File: config.mk
export PLATFORM = sky130hd
export DESIGN_NAME = rotating_first_free_server_assign
export DESIGN_NICKNAME = d
export VERILOG_FILES = /design/src/rtl/rfs_pkg.sv /design/src/rtl/rotating_first_free_server_assign.sv /design/src/rtl/rfs_ram.sv /design/src/rtl/rfs_ctrl.sv /design/src/rtl/rfs_datapath.sv
export SDC_FILE = /design/constraint.sdc
export NUM_CORES = 1
export LEC_CHECK = 0
export BUFFER_PORTS_ARGS = -buffer_cell sky130_fd_sc_hd__buf_2
export CAP_MARGIN = 20
export CORE_MARGIN = 2
export CORE_UTILIZATION = 50
export DETAILED_ROUTE_END_ITERATION = 6
export PLACE_DENSITY = 0.77
export SLEW_MARGIN = 10
export SYNTH_ARGS = -nofsm -noshare
export SYNTH_HDL_FRONTEND = slang
export SYNTH_SLANG_ARGS = --single-unit
export TNS_END_PERCENT = 50
File: constraint.sdc
create_clock -name clk -period 10 [get_ports clk]
set_input_delay 2 -clock clk [delete_from_list [all_inputs] [get_ports clk]]
set_output_delay 2 -clock clk [all_outputs]
set_load 0.05 [all_outputs]
File: src/rtl/rfs_pkg.sv
// Shared types, codes and constants for the rotating first-free server assignment block
`timescale 1ns / 1ps
`default_nettype none

package rfs_pkg;

    // field widths fixed by the item format
    localparam int TIME_W = 30;
    localparam int FT_W   = 31;
    localparam int CNT_W  = 32;
    localparam int IDX_W  = 6;
    localparam int CFG_W  = 7;

    localparam logic [CFG_W-1:0] CFG_RESET = 7'd16;
    localparam logic [CNT_W-1:0] CNT_MAX   = {CNT_W{1'b1}};
    localparam logic [FT_W-1:0]  FT_RESET  = 31'd1;

    // operation codes
    localparam logic OP_ASSIGN = 1'b0;
    localparam logic OP_REPORT = 1'b1;

    typedef struct packed {
        logic              op;
        logic [TIME_W-1:0] arrival_time;
        logic [TIME_W-1:0] service_time;
    } req_t;

    typedef struct packed {
        logic [IDX_W-1:0] server_index;
        logic [CNT_W-1:0] request_count;
        logic             dropped;
        logic             last;
    } rsp_t;

    typedef enum logic [2:0] {
        ST_IDLE,
        ST_NORM,
        ST_ASSIGN,
        ST_MAX,
        ST_LIST
    } state_t;

    // controller to datapath
    typedef struct packed {
        logic load;
        logic norm_step;
        logic scan_init;
        logic scan_run;
        logic max_update;
        logic commit;
        logic drop;
        logic list_emit;
    } cmd_t;

    // datapath to controller
    typedef struct packed {
        logic is_report;
        logic start_ok;
        logic chk_valid;
        logic chk_last;
        logic hit;
        logic eq;
        logic is_last_idx;
    } sts_t;

endpackage

`default_nettype wire

File: src/rtl/rotating_first_free_server_assign.sv
// Top level of the rotating first-free server assignment block
//
//  channel   signals                     handshake
//  -------   -------------------------   ----------------------------------
//  request   start, busy, req            transfer when start and not busy
//  result    result_strobe, result       one cycle per transfer, no stall
//  config    cfg_we, cfg_wdata           write when cfg_we, no wait
//
// An assign checks m servers (1 to k) from the start pointer; when k has shrunk
// to or below the start pointer, k is first subtracted from it until it is below k.
// A report makes two passes: one finds the top count, a second lists matching
// servers, one per cycle. Both passes read the server RAM once per cycle
// through its registered read port. Reset is immediate: per-entry valid
// flip-flops stand in for the reset contents, so no clearing pass is needed.
// The receiver cannot stall; each result is shown for exactly one cycle.
`timescale 1ns / 1ps
`default_nettype none

module rotating_first_free_server_assign #(
    parameter int NUM_SERVERS = 16
) (
    input  wire logic                      clk,
    input  wire logic                      rst_n,
    input  wire logic                      start,
    output logic                           busy,
    input  wire rfs_pkg::req_t             req,
    output logic                           result_strobe,
    output rfs_pkg::rsp_t                  result,
    input  wire logic                      cfg_we,
    input  wire logic [rfs_pkg::CFG_W-1:0] cfg_wdata
);

    import rfs_pkg::*;

    cmd_t cmd;
    sts_t sts;

    // sequencing
    rfs_ctrl u_ctrl (
        .clk   (clk),
        .rst_n (rst_n),
        .start (start),
        .busy  (busy),
        .sts   (sts),
        .cmd   (cmd)
    );

    // storage and arithmetic
    rfs_datapath #(
        .NUM_SERVERS (NUM_SERVERS)
    ) u_datapath (
        .clk           (clk),
        .rst_n         (rst_n),
        .cfg_we        (cfg_we),
        .cfg_wdata     (cfg_wdata),
        .req           (req),
        .cmd           (cmd),
        .sts           (sts),
        .result_strobe (result_strobe),
        .result        (result)
    );

endmodule

`default_nettype wire

File: src/rtl/rfs_ram.sv
// Generic single-port-write, single-port-read RAM with registered read data
`timescale 1ns / 1ps
`default_nettype none

module rfs_ram #(
    parameter int WIDTH = 63,
    parameter int DEPTH = 16
) (
    input  wire logic                             clk,
    input  wire logic                             wr_en,
    input  wire logic [$clog2(DEPTH > 1 ? DEPTH : 2)-1:0] wr_addr,
    input  wire logic [WIDTH-1:0]                 wr_data,
    input  wire logic                             rd_en,
    input  wire logic [$clog2(DEPTH > 1 ? DEPTH : 2)-1:0] rd_addr,
    output logic      [WIDTH-1:0]                 rd_data
);

    logic [WIDTH-1:0] mem [DEPTH];

    // write port
    always_ff @(posedge clk)
    begin
        if (wr_en)
        begin
            mem[wr_addr] <= wr_data;
        end
    end

    // registered read port
    always_ff @(posedge clk)
    begin
        if (rd_en)
        begin
            rd_data <= mem[rd_addr];
        end
    end

endmodule

`default_nettype wire

File: src/rtl/rfs_ctrl.sv
// Controller state machine sequencing the server scans
`timescale 1ns / 1ps
`default_nettype none

module rfs_ctrl (
    input  wire logic          clk,
    input  wire logic          rst_n,
    input  wire logic          start,
    output logic               busy,
    input  wire rfs_pkg::sts_t sts,
    output rfs_pkg::cmd_t      cmd
);

    import rfs_pkg::*;

    state_t state_reg;
    state_t state_next;

    // state register
    always_ff @(posedge clk or negedge rst_n)
    begin
        if (!rst_n)
        begin
            state_reg <= ST_IDLE;
        end
        else
        begin
            state_reg <= state_next;
        end
    end

    // next state
    always_comb
    begin
        state_next = state_reg;
        case (state_reg)
            ST_IDLE:
            begin
                if (start)
                begin
                    state_next = ST_NORM;
                end
            end
            ST_NORM:
            begin
                if (sts.is_report)
                begin
                    state_next = ST_MAX;
                end
                else if (sts.start_ok)
                begin
                    state_next = ST_ASSIGN;
                end
            end
            ST_ASSIGN:
            begin
                if (sts.chk_valid && (sts.hit || sts.chk_last))
                begin
                    state_next = ST_IDLE;
                end
            end
            ST_MAX:
            begin
                if (sts.chk_valid && sts.chk_last)
                begin
                    state_next = ST_LIST;
                end
            end
            ST_LIST:
            begin
                if (sts.chk_valid && sts.eq && sts.is_last_idx)
                begin
                    state_next = ST_IDLE;
                end
            end
            default:
            begin
                state_next = ST_IDLE;
            end
        endcase
    end

    // command outputs
    always_comb
    begin
        cmd  = '0;
        busy = 1'b1;
        case (state_reg)
            ST_IDLE:
            begin
                busy     = 1'b0;
                cmd.load = start;
            end
            ST_NORM:
            begin
                if (sts.is_report || sts.start_ok)
                begin
                    cmd.scan_init = 1'b1;
                end
                else
                begin
                    cmd.norm_step = 1'b1;
                end
            end
            ST_ASSIGN:
            begin
                cmd.scan_run = 1'b1;
                if (sts.chk_valid && sts.hit)
                begin
                    cmd.commit = 1'b1;
                end
                else if (sts.chk_valid && sts.chk_last)
                begin
                    cmd.drop = 1'b1;
                end
            end
            ST_MAX:
            begin
                cmd.max_update = sts.chk_valid;
                if (sts.chk_valid && sts.chk_last)
                begin
                    cmd.scan_init = 1'b1;
                end
                else
                begin
                    cmd.scan_run = 1'b1;
                end
            end
            ST_LIST:
            begin
                cmd.scan_run  = 1'b1;
                cmd.list_emit = sts.chk_valid && sts.eq;
            end
            default:
            begin
                cmd = '0;
            end
        endcase
    end

endmodule

`default_nettype wire

File: src/rtl/rfs_datapath.sv
// Datapath: server state memory, scan pipeline, pointer and result registers
`timescale 1ns / 1ps
`default_nettype none

module rfs_datapath #(
    parameter int NUM_SERVERS = 16
) (
    input  wire logic                       clk,
    input  wire logic                       rst_n,
    input  wire logic                       cfg_we,
    input  wire logic [rfs_pkg::CFG_W-1:0]  cfg_wdata,
    input  wire rfs_pkg::req_t              req,
    input  wire rfs_pkg::cmd_t              cmd,
    output rfs_pkg::sts_t                   sts,
    output logic                            result_strobe,
    output rfs_pkg::rsp_t                   result
);

    import rfs_pkg::*;

    localparam int AW = (NUM_SERVERS > 1) ? $clog2(NUM_SERVERS) : 1;
    localparam int DW = FT_W + CNT_W;
    localparam logic [CFG_W-1:0] K_MAX = CFG_W'(NUM_SERVERS);

    logic [CFG_W-1:0]       cfg_reg;
    logic [CFG_W-1:0]       k_eff;
    logic [CFG_W-1:0]       k_m1;
    req_t                   item_reg;
    logic [IDX_W-1:0]       ptr_reg;
    logic [IDX_W-1:0]       start_reg;
    logic [CFG_W-1:0]       start_inc;
    logic [AW-1:0]          rd_addr_reg;
    logic [CFG_W-1:0]       rd_cnt_reg;
    logic                   chk_valid_reg;
    logic                   chk_last_reg;
    logic [AW-1:0]          chk_addr_reg;
    logic [NUM_SERVERS-1:0] vld_reg;
    logic                   vld_q_reg;
    logic [CNT_W-1:0]       best_reg;
    logic [AW-1:0]          last_idx_reg;
    logic                   res_strobe_reg;
    rsp_t                   res_reg;
    logic                   issue_en;
    logic                   rd_en;
    logic [DW-1:0]          rd_data;
    logic [FT_W-1:0]        ft_q;
    logic [CNT_W-1:0]       cnt_q;
    logic [CNT_W-1:0]       new_cnt;
    logic [FT_W-1:0]        new_ft;
    logic                   hit;
    logic                   eq;
    logic                   gt;

    // server count register and its clamped value
    always_ff @(posedge clk or negedge rst_n)
    begin
        if (!rst_n)
        begin
            cfg_reg <= CFG_RESET;
        end
        else if (cfg_we)
        begin
            cfg_reg <= cfg_wdata;
        end
    end

    always_comb
    begin
        if (cfg_reg == '0)
        begin
            k_eff = CFG_W'(1);
        end
        else if (cfg_reg > K_MAX)
        begin
            k_eff = K_MAX;
        end
        else
        begin
            k_eff = cfg_reg;
        end
    end

    assign k_m1 = k_eff - CFG_W'(1);

    // captured item
    always_ff @(posedge clk)
    begin
        if (cmd.load)
        begin
            item_reg <= req;
        end
    end

    // rotating start pointer, advanced once per assign request
    assign start_inc = {1'b0, start_reg} + CFG_W'(1);

    always_ff @(posedge clk or negedge rst_n)
    begin
        if (!rst_n)
        begin
            ptr_reg <= '0;
        end
        else if (cmd.commit || cmd.drop)
        begin
            ptr_reg <= (start_inc == k_eff) ? '0 : IDX_W'(start_inc);
        end
    end

    // search start: pointer reduced below k by repeated subtraction
    always_ff @(posedge clk)
    begin
        if (cmd.load)
        begin
            start_reg <= ptr_reg;
        end
        else if (cmd.norm_step)
        begin
            start_reg <= IDX_W'({1'b0, start_reg} - k_eff);
        end
    end

    // read issue side of the scan pipeline
    assign issue_en = rd_cnt_reg < k_eff;
    assign rd_en    = cmd.scan_run && issue_en;

    always_ff @(posedge clk or negedge rst_n)
    begin
        if (!rst_n)
        begin
            chk_valid_reg <= 1'b0;
        end
        else if (cmd.scan_init)
        begin
            chk_valid_reg <= 1'b0;
        end
        else if (cmd.scan_run)
        begin
            chk_valid_reg <= issue_en;
        end
    end

    always_ff @(posedge clk)
    begin
        if (cmd.scan_init)
        begin
            rd_addr_reg <= item_reg.op == OP_REPORT ? '0 : start_reg[AW-1:0];
            rd_cnt_reg  <= '0;
        end
        else if (rd_en)
        begin
            rd_addr_reg  <= (CFG_W'(rd_addr_reg) == k_m1) ? '0 : rd_addr_reg + AW'(1);
            rd_cnt_reg   <= rd_cnt_reg + CFG_W'(1);
            chk_addr_reg <= rd_addr_reg;
            chk_last_reg <= rd_cnt_reg == k_m1;
            vld_q_reg    <= vld_reg[rd_addr_reg];
        end
    end

    // server state: free time in the upper bits, request count in the lower
    rfs_ram #(
        .WIDTH (DW),
        .DEPTH (NUM_SERVERS)
    ) u_ram (
        .clk     (clk),
        .wr_en   (cmd.commit),
        .wr_addr (chk_addr_reg),
        .wr_data ({new_ft, new_cnt}),
        .rd_en   (rd_en),
        .rd_addr (rd_addr_reg),
        .rd_data (rd_data)
    );

    // entries never written read as their reset values
    always_ff @(posedge clk or negedge rst_n)
    begin
        if (!rst_n)
        begin
            vld_reg <= '0;
        end
        else if (cmd.commit)
        begin
            vld_reg[chk_addr_reg] <= 1'b1;
        end
    end

    assign ft_q  = vld_q_reg ? rd_data[DW-1:CNT_W] : FT_RESET;
    assign cnt_q = vld_q_reg ? rd_data[CNT_W-1:0] : '0;

    // check side compares
    assign hit     = ft_q <= {1'b0, item_reg.arrival_time};
    assign eq      = cnt_q == best_reg;
    assign gt      = cnt_q > best_reg;
    assign new_cnt = (cnt_q == CNT_MAX) ? cnt_q : cnt_q + CNT_W'(1);
    assign new_ft  = {1'b0, item_reg.arrival_time} + {1'b0, item_reg.service_time};

    // running maximum and the last index that holds it
    always_ff @(posedge clk)
    begin
        if (cmd.load)
        begin
            best_reg     <= '0;
            last_idx_reg <= '0;
        end
        else if (cmd.max_update)
        begin
            if (gt)
            begin
                best_reg     <= cnt_q;
                last_idx_reg <= chk_addr_reg;
            end
            else if (eq)
            begin
                last_idx_reg <= chk_addr_reg;
            end
        end
    end

    // result register, one cycle per transfer
    always_ff @(posedge clk or negedge rst_n)
    begin
        if (!rst_n)
        begin
            res_strobe_reg <= 1'b0;
        end
        else
        begin
            res_strobe_reg <= cmd.commit || cmd.drop || cmd.list_emit;
        end
    end

    always_ff @(posedge clk)
    begin
        if (cmd.commit)
        begin
            res_reg.server_index  <= IDX_W'(chk_addr_reg);
            res_reg.request_count <= new_cnt;
            res_reg.dropped       <= 1'b0;
            res_reg.last          <= 1'b1;
        end
        else if (cmd.drop)
        begin
            res_reg.server_index  <= '0;
            res_reg.request_count <= '0;
            res_reg.dropped       <= 1'b1;
            res_reg.last          <= 1'b1;
        end
        else if (cmd.list_emit)
        begin
            res_reg.server_index  <= IDX_W'(chk_addr_reg);
            res_reg.request_count <= best_reg;
            res_reg.dropped       <= 1'b0;
            res_reg.last          <= chk_addr_reg == last_idx_reg;
        end
    end

    assign result_strobe = res_strobe_reg;
    assign result        = res_reg;

    // status to the controller
    assign sts.is_report   = item_reg.op == OP_REPORT;
    assign sts.start_ok    = {1'b0, start_reg} < k_eff;
    assign sts.chk_valid   = chk_valid_reg;
    assign sts.chk_last    = chk_last_reg;
    assign sts.hit         = hit;
    assign sts.eq          = eq;
    assign sts.is_last_idx = chk_addr_reg == last_idx_reg;

endmodule

`default_nettype wire
==> results.ini <==
[synthesis]
synth_top_area_share_pct=68.7
synthArstFlopShare_pct=2.69
synth-seq-cells=1263
ys_seq_area_share_pct=72.1
synth_cell_types=75
yosys.area.top_type=edfxtp_1
ys.flop_type=edfxtp_1
syn_area_sq_um=51800
synth-edff-count=1184
netlist_instances=2697
syn_avg_cell_area_sq_um=19.2
yosysWarningCount=0
synthTopCellsByArea=edfxtp_1 (69%), mux4_2 (14%), ha_1 (2.7%)

[min_path]
hold_path.class=flip-flop to flip-flop
hp-start=u_datapath.vld_reg[6]$_DFFE_PN0P_

[final_layout]
fin_nets=3071
drive_gt1_share_pct=25.7
num_antenna_cells=0
largest_reg_flops=1008
area_delta_synth_final_pct=12.5
layout_commonest_cell=edfxtp_1
postLayoutCoreUtil_pct=56.5
layout_common_cells=edfxtp_1 (1184), mux4_2 (320), clkbuf_16 (120), nand2_1 (112)

[clocking]
clock_sinks=1263
cts_tree=built
path_clk_slew_ns=0.07
numCtsBuffers=118
postCtsHoldBufs=0
cts-root-buf=clkbuf_16
post_cts_buffers=0
clock_path_buffers=3
post_cts_resized=0
clock_latency_ns=0.70
htree_levels=3

[critical_path]
critPathLaunch=u_datapath.vld_q_reg$_DFFE_PP_
crit_buf_inv=6
ff2ff_setup_slack_ns=4.09
cp_common_cell=buf_4
critPathSlowestCell=or4_1
crit_fanout=47
crit_chain=buf_4 > buf_4 > and2_1 > ha_1 > nand4_1 > or4_1 > nor4_1 > buf_4 > o21a_1 > buf_4 > and2b_1 > nor3b_2 > buf_4 > buf_4
ff2ff_path_depth=14
cp.required_ns=10.31
crit_end=u_datapath.u_ram.mem[3][20]$_DFFE_PP_
startpoint_type=flip-flop
slowest_delay_ns=0.68
end_kind=flip-flop
timing.rr.start=u_datapath.vld_q_reg$_DFFE_PP_
path_depth=14
regToRegEndpoint=u_datapath.u_ram.mem[3][20]$_DFFE_PP_
arrival_ns=6.22
critPathKind=flip-flop to flip-flop
cp_top_family=buffers and inverters

[run_status]
status=complete, no violations

[timing]
rsz0062_at_grt=false
skew_ns=0.0270
timing.setup.tns_ns=0
slew_headroom_pct=22.8
period_needed_ns=5.91
setup_viol=0
hold_viol=0
worst_pin_slew_ns=1.16
slew_violations=0
max_freq_ghz=0.169
finalCritPeriodShare_pct=59.1

[floorplan]
start_util_pct=50.2
core.rowCount=118
dieWidth_um=326
core_sq_um=103000
pin_count=114
dieArea_sq_um=106000
die_y_um=326

[routing]
routedWlPerCell_um=27.7
wl_met2_um=61700
antenna_left=0
drc=0
top_layer=met5
routed_via_density=6.22
drt-initial-drc-count=2904
dr.pass1.iters=7
routed-wl-met3_um=9330
vias=27200
drt_wl_total_um=121000
drt-met1-wl_um=46000

[placed_design]
place_congestion=0.891
dp_hpwl_um=68400
port_buffers=111

[grt]
gr-usage-all-layers_pct=22.8
grt_max_degree=112
overflow=0
grt_first_pass_wirelength_um=181000
grt_pass1_vias=27900
antenna_found_initial=2

[flow_run]
drv_cap=0

[pwr]
power_leakage_uw=0.0195
peakVddDrop_uv=280
powerDensity_nw_per_um2=305

worst min-delay path by stage:
stage,end,slack [ns],depth (start not counted)
after floorplan,u_datapath.chk_addr_reg[2]$_DFFE_PP_,0.42,0
after global routing,u_datapath.vld_reg[11]$_DFFE_PN0P_,0.49,1
after global placement,u_datapath.vld_reg[0]$_DFFE_PN0P_,0.45,1
after detailed placement,u_datapath.vld_reg[6]$_DFFE_PN0P_,0.45,1
final,u_datapath.vld_reg[6]$_DFFE_PN0P_,0.47,1
after CTS,u_datapath.vld_reg[6]$_DFFE_PN0P_,0.47,1
metal layers:
metal	up-vias	GRT usage (%)
li1	11300	-
met1	14100	30.1
met2	1507	39.0
met3	211	3.31
met4	2	7.69
met5	-	0
layout make-up:
type | count | area (sq um)
Clock inverter | 74 | 757
Tap cell | 1380 | 1730
Clock buffer | 147 | 3120
Timing Repair Buffer | 193 | 1200
Fill cell | 7434 | 44800
Inverter | 95 | 359
Sequential cell | 1263 | 37300
Multi-Input combinational cell | 1215 | 13800
cells in the mapped netlist, types with 4 or more instances:
| cell type | n |
|---|---|
| edfxtp_1 | 1184 |
| mux4_2 | 320 |
| nand2_1 | 112 |
| ha_1 | 111 |
| inv_1 | 95 |
| clkbuf_1 | 89 |
| a21oi_1 | 65 |
| and2_1 | 61 |
| xnor2_1 | 51 |
| dfxtp_1 | 45 |
| nor2_1 | 44 |
| o31ai_1 | 39 |
| o21ai_0 | 38 |
| dfrtp_1 | 33 |
| nand3_1 | 33 |
| a22o_1 | 32 |
| xor2_1 | 32 |
| nand4_1 | 29 |
| buf_1 | 26 |
| a21o_1 | 23 |
| and3_1 | 20 |
| nor3_1 | 20 |
| nor2b_1 | 15 |
| or2_2 | 14 |
| o21a_1 | 13 |
| a31o_2 | 10 |
| nand2b_1 | 10 |
| mux2_2 | 9 |
| o211ai_1 | 9 |
| and4_1 | 8 |
| nand3b_1 | 8 |
| nor4_1 | 8 |
| a31oi_1 | 5 |
| buf_2 | 5 |
| nor3b_1 | 5 |
| a211oi_1 | 4 |
| buf_4 | 4 |
| mux2i_1 | 4 |
| o21bai_1 | 4 |
| or3_1 | 4 |
| or4_1 | 4 |
worst reg2reg max path: stages, from the launching register on:
cell and delay, ns:
edfxtp_1 0.32, buf_4 0.34, buf_4 0.46, and2_1 0.22
ha_1 0.16, nand4_1 0.21, or4_1 0.68, nor4_1 0.33
buf_4 0.21, o21a_1 0.12, buf_4 0.49, and2b_1 0.56
nor3b_2 0.26, buf_4 0.46, buf_4 0.68
stage by stage:
| stage | total power [uW] | worst slack, ns | cells | cell area [sq um] | hold slack [ns] |
|---|---|---|---|---|---|
| floorplan | 11400 | 1.73 | 2700 | 51800 | 0.424 |
| detailed placement | 13200 | 4.21 | 4131 | 54200 | 0.450 |
| global placement | 12900 | 4.37 | 4116 | 54000 | 0.445 |
| CTS | 17700 | 4.13 | 4352 | 58100 | 0.466 |
| finish | 17800 | 4.09 | 4367 | 58300 | 0.468 |
| global route | 18400 | 3.86 | 4367 | 58300 | 0.488 |
report_power, final:
group          total (uW)  switching [uW]  internal (uW)
Sequential           7540             342           7190
Combinational        5720            3460           2260
Clock                4510            1950           2560
cells by family after synthesis:
| logic type | count (synthesis) | share of synthesized area, % |
|---|---|---|
| compound gates | 269 | 3.56 |
| xor+xnor | 83 | 1.40 |
| fa+ha+maj | 113 | 2.76 |
| buf+inv | 222 | 1.69 |
| flops | 1263 | 72.1 |
| mux | 333 | 14.2 |
| other cells | 2 | 0.0145 |
| simple gates | 412 | 4.29 |
Note: power is estimated with default switching activity, not from simulation.
